<file path="config.mk">
export PLATFORM = sky130hd
export DESIGN_NAME = asd_ctrl
export DESIGN_NICKNAME = d
export VERILOG_FILES = /design/src/sv/asd_pkg.sv /design/src/sv/asd_ctrl.sv
export SDC_FILE = /design/constraint.sdc
export NUM_CORES = 1
export LEC_CHECK = 0
export BUFFER_PORTS_ARGS = -buffer_cell sky130_fd_sc_hd__buf_2
export CAP_MARGIN = 0
export CORE_AREA = 2 2 39 41
export DETAILED_ROUTE_END_ITERATION = 12
export DIE_AREA = 0 0 41 43
export GPL_TIMING_DRIVEN = 0
export PLACE_DENSITY = 0.41
export REMOVE_ABC_BUFFERS = 1
export SLEW_MARGIN = 5
export SYNTH_ARGS = -nofsm -noshare
export SYNTH_HDL_FRONTEND = slang
export SYNTH_SLANG_ARGS = --single-unit
</file>
<file path="constraint.sdc">
create_clock -name clk -period 1.2 [get_ports clk]
set_clock_uncertainty 0.15 [all_clocks]
set_input_delay 0.06 -clock clk [delete_from_list [all_inputs] [get_ports clk]]
set_output_delay 0.06 -clock clk [all_outputs]
set_load 0.1 [all_outputs]
</file>
<file path="src/sv/asd_pkg.sv">
// ----------------------------------------------------------------------------
// asd_pkg
// Shared types and constants of the adaptive stride decimator.
// ----------------------------------------------------------------------------
package asd_pkg;

    localparam int STORE_DEPTH = 64;
    localparam int IDX_W       = $clog2(STORE_DEPTH);
    localparam int CNT_W       = $clog2(STORE_DEPTH + 1);

    localparam int TIME_W = 32;
    localparam int VAL_W  = 48;
    localparam int ROW_W  = TIME_W + VAL_W;
    localparam int EXP_W  = 5;
    localparam int CFG_W  = 32;
    localparam int ADDR_W = 2;

    localparam logic [TIME_W-1:0] WINDOW_SPAN = TIME_W'(366 * 86400);
    localparam logic [EXP_W-1:0]  EXP_MAX     = EXP_W'(31);
    localparam logic [CNT_W-1:0]  FILL_MIN    = CNT_W'(2);
    localparam logic [CNT_W-1:0]  FILL_MAX    = CNT_W'(STORE_DEPTH);

    localparam logic [ADDR_W-1:0] REG_WINDOW_FROM   = 2'd0;
    localparam logic [ADDR_W-1:0] REG_WINDOW_TO     = 2'd1;
    localparam logic [ADDR_W-1:0] REG_WANTED_POINTS = 2'd2;

    localparam logic OP_OFFER = 1'b0;
    localparam logic OP_DRAIN = 1'b1;

    typedef enum logic [1:0] {
        ST_IDLE,
        ST_CHECK,
        ST_COMPACT,
        ST_DRAIN
    } state_t;

    typedef struct packed {
        logic load;
        logic check;
        logic compact;
        logic drain;
    } cmd_t;

    typedef struct packed {
        logic trigger;
        logic compact_done;
        logic drain_done;
    } status_t;

endpackage

</file>
<file path="src/sv/asd_ctrl.sv">
// ----------------------------------------------------------------------------
// asd_ctrl
// Sequencer: offer check, store compaction and drain.
// ----------------------------------------------------------------------------
module asd_ctrl (
    input  logic             clk,
    input  logic             rst_n,
    input  logic             start,
    input  logic             op,
    input  asd_pkg::status_t status,
    output asd_pkg::cmd_t    cmd,
    output logic             busy
);

    asd_pkg::state_t state_reg;
    asd_pkg::state_t state_next;
    logic            accept;

    assign busy   = (state_reg != asd_pkg::ST_IDLE);
    assign accept = start && !busy;

    always_ff @(posedge clk or negedge rst_n)
    begin
        if (!rst_n)
        begin
            state_reg <= asd_pkg::ST_IDLE;
        end
        else
        begin
            state_reg <= state_next;
        end
    end

    always_comb
    begin
        state_next = state_reg;
        unique case (state_reg)
            asd_pkg::ST_IDLE:
            begin
                if (accept)
                begin
                    state_next = (op == asd_pkg::OP_DRAIN) ? asd_pkg::ST_DRAIN
                                                           : asd_pkg::ST_CHECK;
                end
            end
            asd_pkg::ST_CHECK:
            begin
                state_next = status.trigger ? asd_pkg::ST_COMPACT : asd_pkg::ST_IDLE;
            end
            asd_pkg::ST_COMPACT:
            begin
                if (status.compact_done)
                begin
                    state_next = asd_pkg::ST_IDLE;
                end
            end
            asd_pkg::ST_DRAIN:
            begin
                if (status.drain_done)
                begin
                    state_next = asd_pkg::ST_IDLE;
                end
            end
            default:
            begin
                state_next = asd_pkg::ST_IDLE;
            end
        endcase
    end

    always_comb
    begin
        cmd         = '0;
        cmd.load    = accept;
        cmd.check   = (state_reg == asd_pkg::ST_CHECK);
        cmd.compact = (state_reg == asd_pkg::ST_COMPACT);
        cmd.drain   = (state_reg == asd_pkg::ST_DRAIN);
    end

endmodule

</file>
# == Word-level counts from Yosys, hierarchy flattened ==
# Cells that the tools add are included.
# totals
register_bits,2
latch_bits,0
mem_bits_rw,0
mem_bits_ro,0
out_inout_bits,5
wordCells,18
mem_count,0
# classes
n_addsub,0
n_mul,0
div_mod_pow,0
magnitude_cmp,0
eq_ne,6
shifts,0
n_mux,6
bitwise_logic,0
reduce_logical,5
# op_table
operator,count
$mux 2,5
$pmux 2 s4,1
$ne 2x2->1 const B,3
$eq 2x2->1 const B,2
$reduce_and 3->1,1
$eq 2x1->1 const B,1
$logic_not 2->1,1
$reduce_bool 2->1,1
$logic_and 1x1->1,1
$logic_not 1->1,1

# == Logic depth before layout (Yosys ltp) ==
# Gate-level depths: netlist of run 1.
# depth
word_depth,5
mapped_depth,2
ltp_nobuf,2

# == Worst setup path after synthesis of run 1 ==
# Ideal clock, no wire load.
# synth_timing
path_type,flip-flop to output port
start,reg state_reg[1]
end,out cmd[1] (netlist bit)
arrival_time_ns,1.786
required_ns,0.990
path_slack_ns,-0.796
stages_incl_launch_ff,2
path_buffers,0
cell_sequence,dfrtp_1 > nor2b_1
# synth_rtl
element,line_no,source
start: declaration,asd_ctrl.sv:15,asd_pkg::state_t state_reg;
start signal: assignment,asd_ctrl.sv:26,state_reg <= asd_pkg::ST_IDLE;
start signal: assignment,asd_ctrl.sv:30,state_reg <= state_next;
end: declaration,asd_ctrl.sv:11,"output asd_pkg::cmd_t cmd,"

==> metrics.txt, run 1 <==
outcome finished, violations left; violated checks negative setup slack; Root Driver sky130_fd_sc_hd__clkbuf_4; measured slew at the worst slew-check pin ~0.22 ns; count of final max-slew check failures 0; IO Port Bufs 11; total iterations of the first detailed-routing run 2; mean instance size in the synthesized netlist between 10 and 15 um2; post-route cell area between 300 and 400 um2; flop and latch count out of synthesis 2; number of flip-flops in the largest register 2; Max transition margin about 85%; crit path max-delay cell type sky130_fd_sc_hd__dfrtp_2; kind of cell adding the most delay to the critical path flip-flops; final global-route overflow total 0; buffer depth of the longest clock path 2; top area cells in the synthesized netlist sky130_fd_sc_hd__dfrtp_1 36%, sky130_fd_sc_hd__mux4_2 16%, sky130_fd_sc_hd__nor2b_1 9.0%; number of hold violations in the final report 0; cell breakdown of the critical path nor3b_4, buf_12; count of cell types in the netlist 10; deepest level of the CTS H-tree 1; Crit path arrival time 1.14 ns; end of the worst register-to-register path state_reg[1]; total number of clock tree sinks 2; register-to-register setup slack -0.11 ns; Area growth syn-to-layout 140%; Worst Setup Path Type register to primary output; smallest setup slack after layout -0.147 ns; Hold Crit Class input port to async pin; initial antenna violation count 0; f_max 0.743 GHz; total track usage under 10%; shortest clock period the worst path allows after layout between 1 and 1.5 ns; library cell with the largest summed area after synthesis sky130_fd_sc_hd__dfrtp_1; final setup violating endpoints 6; boundary pin count 12; Ys Warns 0; placeable core area roughly 1400 um2; Routed Antenna Nets 0; Die Width slightly above 40 um; CTS tree done; maximum fanout count along the critical path 6; die outline area between 1500 and 2000 um2; Synth Cell Area around 140 um2; std cell rows 14; first-pass GRT wire length 724 um; worst reg2reg startpoint state_reg[1]; max-cap check violation count 0; pin count of the biggest net entering global routing 7; weighted congestion at the end of routability-driven global placement between 0.6 and 0.7; fin nets 40; vias in the first global route 165; fillers 152; area share of the largest cell type after synthesis ~36%; average wire length per cell after detail routing 9.38 um; RSZ-0062 raised after global routing yes; worst reg2reg path depth 2; aggregate negative setup slack -0.543 ns; sequential standard cell area 52.6 um2; cts bufs inserted 3; crit path launch type register; area of combinational cells with multiple inputs about 80 um2; cell count after synthesis 13; clock edge transition at the registers on the reported setup and hold paths about 0.03 ns; routed via count 160; Remaining DRCs 0; Clk Latency, worst-skew pair roughly 0.22 ns; required time of the critical path between 0.9 and 1 ns; buffering stage count on the worst path with inverters included 1; vertical die dimension 43 um; n_diodes 0; starting density of the core around 10%; Largest stage delay, worst path 0.43 ns; crit path capture type primary output; Tcrit/Tclk final 112%; total wire length 441 um; DRC marker count from the first detailed-route iteration 1; instance area after placement slightly above 200 um2; sequential area share after synthesis between 30% and 40%; mean number of vias per cell around 3.4; share of post-route cells with drive strength above 1 67.7%
[worst reg2reg max path, stage by stage, from the launching register on]
cell,delay [ns]
sky130_fd_sc_hd__dfrtp_2,0.42
sky130_fd_sc_hd__buf_6,0.12
sky130_fd_sc_hd__mux4_2,0.49
[cells in the mapped netlist]
| cell | number |
|---|---|
| sky130_fd_sc_hd__inv_1 | 2 |
| sky130_fd_sc_hd__mux4_2 | 1 |
| sky130_fd_sc_hd__nor3b_2 | 1 |
| sky130_fd_sc_hd__a21o_1 | 1 |
| sky130_fd_sc_hd__dfrtp_1 | 2 |
| sky130_fd_sc_hd__and2_0 | 1 |
| sky130_fd_sc_hd__nor2b_1 | 2 |
| sky130_fd_sc_hd__or2_1 | 1 |
| sky130_fd_sc_hd__and2_1 | 1 |
| sky130_fd_sc_hd__buf_4 | 1 |
[stage by stage]
step / std cells / utilization (%) / worst slack, ns / hold slack [ns]
after floorplan: 12 / - / -0.824 / -0.386
after global placement: 39 / 14.9 / -0.142 / -0.301
after detailed placement: 39 / 14.9 / -0.126 / -0.302
after CTS: 47 / 23.8 / -0.162 / 0.0000608
after global routing: 47 / 24.1 / -0.209 / 0.00485
final: 47 / 24.1 / -0.147 / 0.000374
[worst max path at each step]
| stage | start | to | cells after the start |
|---|---|---|---|
| final | state_reg[0] | cmd[3] | 2 |
| after global routing | state_reg[0] | cmd[3] | 2 |
| after CTS | state_reg[1] | cmd[3] | 2 |
| after detailed placement | state_reg[0] | cmd[3] | 2 |
| after global placement | state_reg[0] | cmd[3] | 2 |
| after floorplan | state_reg[0] | state_reg[0] | 2 |
[routing by layer]
layer	vias up	global-route usage, %	share of wire (%)
li1	79	-	-
met1	69	7.47	42
met2	12	7.81	41
met3	0	7.85	16
met4	0	6.00	0
met5	-	0	0
[layout make-up]
type,count,area share [%]
multi-input cells,8,24.1
well taps,16,6.02
inverters,2,2.26
repair buffers,16,45.1
flip-flops and latches,2,15.8
clock buffers,3,6.77
[cell families after synthesis]
kind of cell / count (synthesis) / share of synthesized area (%)
compound gates: 1 / 5.41
buf+inv: 3 / 10.8
flops: 2 / 36.0
mux: 1 / 16.2
simple gates: 6 / 31.5
[placed cells by master (no fill, tap or decap), drive strengths merged]
cell	n
nor3b	1
and2	2
clkbuf	3
buf	14
dfrtp	2
a21o	1
dlygate4sd3	2
or2	1
mux4	1
inv	2
nor2b	2
[timing repair]
action	CTS	global route
hold buffers	2	0
buffers inserted	3	1
pin swaps	1	1
hold endpoints to repair	3	0
endpoints found under the setup margin	6	7
resized for setup	17	1
Power of run 1 is left out: the tool's default activity adds up to more than one toggle a clock period on the data nets, which glitch-free logic cannot reach.
==> inputs of run 2 (changes only) <==
--- a/config.mk
+++ b/config.mk
@@ -5,6 +5,7 @@
 export SDC_FILE = /design/constraint.sdc
 export NUM_CORES = 1
 export LEC_CHECK = 0
+export ABC_AREA = 1
 export BUFFER_PORTS_ARGS = -buffer_cell sky130_fd_sc_hd__buf_2
 export CAP_MARGIN = 0
 export CORE_AREA = 2 2 39 41
==> constraint.sdc (replaced) <==
create_clock -name clk -period 1.4 [get_ports clk]
set_clock_uncertainty 0.15 [all_clocks]
set_input_delay 0.07 -clock clk [delete_from_list [all_inputs] [get_ports clk]]
set_output_delay 0.07 -clock clk [all_outputs]
set_load 0.1 [all_outputs]
==> metrics.txt, run 2 <==
buffer depth of the longest clock path 2; total number of clock tree sinks 2; buffering stage count on the worst path with inverters included 2; most frequent cell on the critical path sky130_fd_sc_hd__nor2_4; required time of the critical path 1.18 ns; smallest hold slack 0.0125 ns; total track usage under 10%; Die Width between 40 and 50 um; placeable core area 1380 um2; fraction of the mapped netlist area in compound gates under 10%; measured slew at the worst slew-check pin approximately 0.3 ns; shortest clock period the worst path allows after layout ~1.4 ns; area share of the largest cell type after synthesis a little over a third; maximum fanout count along the critical path 4; Synth Cell Area around 140 um2; n_diodes 0; vias in the first global route between 150 and 200; mean number of vias per cell 3.40; top library cells by usage in the layout, fill and taps aside 6 x sky130_fd_sc_hd__buf_2, 5 x sky130_fd_sc_hd__nand2_1, 4 x sky130_fd_sc_hd__inv_1, 4 x sky130_fd_sc_hd__clkbuf_4, 4 x sky130_fd_sc_hd__buf_4; crit path capture type primary output; deepest level of the CTS H-tree 1; Worst Setup Path Type register to primary output; flop and latch count out of synthesis 2; final global-route overflow total 0; IO Port Bufs 11; average wire length per cell after detail routing around 7.2 um; starting density of the core ~10%; fillers 156; adder and majority gate portion of the synthesized area 0%; routed via count ~190; f_max around 0.73 GHz; Ys Warns 0; most frequently used flop master after synthesis sky130_fd_sc_hd__dfrtp_1; pin count of the biggest net entering global routing 6; Routed Antenna Nets 0; DRC marker count from the first detailed-route iteration 0; fin nets 50; number of flip-flops in the largest register 2; Crit path arrival time 1.15 ns; number of hold violations in the final report 0; sequential area share after synthesis between 30% and 40%; RSZ-0062 raised after global routing yes; Largest stage delay, worst path 0.42 ns; Remaining DRCs 0; final setup violating endpoints 0; mean instance size in the synthesized netlist 6.48 um2; leading cell type in the layout, fill and taps excluded sky130_fd_sc_hd__buf_2; share of cell area taken by muxes after synthesis 0%; share of post-route cells with drive strength above 1 58.5%; crit path max-delay cell type sky130_fd_sc_hd__dfrtp_2; Cell Count Post-Placement 48; count of final max-slew check failures 0; instance area after placement about 210 um2; simple-gate portion of the synthesized area 40.4%; outcome finished, final reports clean; sequential standard cell area 52.6 um2; max-cap check violation count 0; first-pass GRT wire length around 700 um; list of most frequent post-synthesis cells 5 x sky130_fd_sc_hd__inv_1, 5 x sky130_fd_sc_hd__nand2_1, 4 x sky130_fd_sc_hd__nor2_1, 2 x sky130_fd_sc_hd__dfrtp_1, 2 x sky130_fd_sc_hd__nand3_1; Tcrit/Tclk final a little over nine tenths; top area cells in the synthesized netlist sky130_fd_sc_hd__dfrtp_1 35%, sky130_fd_sc_hd__inv_1 13%, sky130_fd_sc_hd__nand2_1 13%; cell count after synthesis 22; vertical die dimension around 43 um; number of synthesized flops with an enable pin 0; Max transition margin between 80% and 90%; Area growth syn-to-layout 137%; clock edge transition at the registers on the reported setup and hold paths ~0.03 ns; count of placed standard cells in the final layout, fillers left out 57; kind of cell adding the most delay to the critical path flip-flops; CTS tree done; crit path launch type register; cell breakdown of the critical path nor2_4, inv_2, nor2_4, buf_12; Root Driver sky130_fd_sc_hd__clkbuf_4; total iterations of the first detailed-routing run 1; Util after Layout 24.4%; weighted congestion at the end of routability-driven global placement 0.644; cts bufs inserted 3; dominant combinational cell family by area after synthesis simple AND/OR/NAND/NOR gates; area of combinational cells with multiple inputs approximately 84 um2; initial antenna violation count 0; total wire length between 400 and 500 um; post-route cell area between 300 and 400 um2; count of cell types in the netlist 9; boundary pin count 12; share of synthesized registers carrying an async set or reset between 90% and 100%; library cell with the largest summed area after synthesis sky130_fd_sc_hd__dfrtp_1; die outline area around 1800 um2; std cell rows 14; Hold Crit Class input port to async pin; Clk Latency, worst-skew pair around 0.22 ns; area share of xor/xnor cells in the synthesized design 0%
run 2: cell count changes in the layout (fill, tap and decap cells not counted), moves of 2 or more:
cell / delta
sky130_fd_sc_hd__nor2b_1: -2
sky130_fd_sc_hd__inv_1: +2
sky130_fd_sc_hd__nand3_1: +2
sky130_fd_sc_hd__nand2_1: +5
sky130_fd_sc_hd__buf_6: -2
sky130_fd_sc_hd__buf_4: +2
sky130_fd_sc_hd__nor2_4: +2
run 2: repair_timing:
| action | 4_1_cts | 5_1_grt |
|---|---|---|
| buffers inserted | 0 | 3 |
| hold buffers | 3 | 0 |
| pin swaps | 0 | 2 |
| setup endpoints to repair | 5 | 2 |
| endpoints found under the hold margin | 4 | 0 |
| resized for setup | 6 | 12 |
run 2: per-stage QoR:
step	TNS, ns	setup slack, ns
final	0	0.0305
after global routing	-0.0515	-0.0422
after detailed placement	-0.0193	-0.0193
after floorplan	-2.28	-1.22
after CTS	-0.167	-0.0844
after global placement	-0.0267	-0.0267
run 2: cell type report:
| type | count | area share, % |
|---|---|---|
| inverter | 5 | 5.56 |
| sequential | 2 | 15.6 |
| multi-input combinational | 14 | 24.8 |
| clock buffer | 3 | 6.67 |
| timing repair buffer | 17 | 41.5 |
| tap | 16 | 5.93 |
run 2: kinds of logic after synthesis:
family                 Yosys count
AO/OA/AOI/OAI                    1
buffers and inverters            6
flip-flops                       2
AND/OR/NAND/NOR                 13
run 2: path summary, 6_finish.rpt:
kind / startpoint / to / slack, ns / cells after the start
min: rst_n / state_reg[0] / 0.01 / 2
min reg2reg: state_reg[1] / state_reg[1] / 0.48 / 4
max reg2reg: state_reg[1] / state_reg[1] / 0.31 / 5
max in group asynchronous: rst_n / state_reg[1] / 0.98 / 2
max: state_reg[1] / cmd[3] / 0.03 / 4
min in group clk: op / state_reg[1] / 0.04 / 5
run 2: routing by layer:
layer,up-vias,global-route usage (%),share of wire [%]
met4,0,6.00,0
met2,8,8.13,49
met5,-,0,0
met3,0,5.24,10
met1,83,6.75,41
li1,103,-,-
Power of run 2 is left out for the same reason.
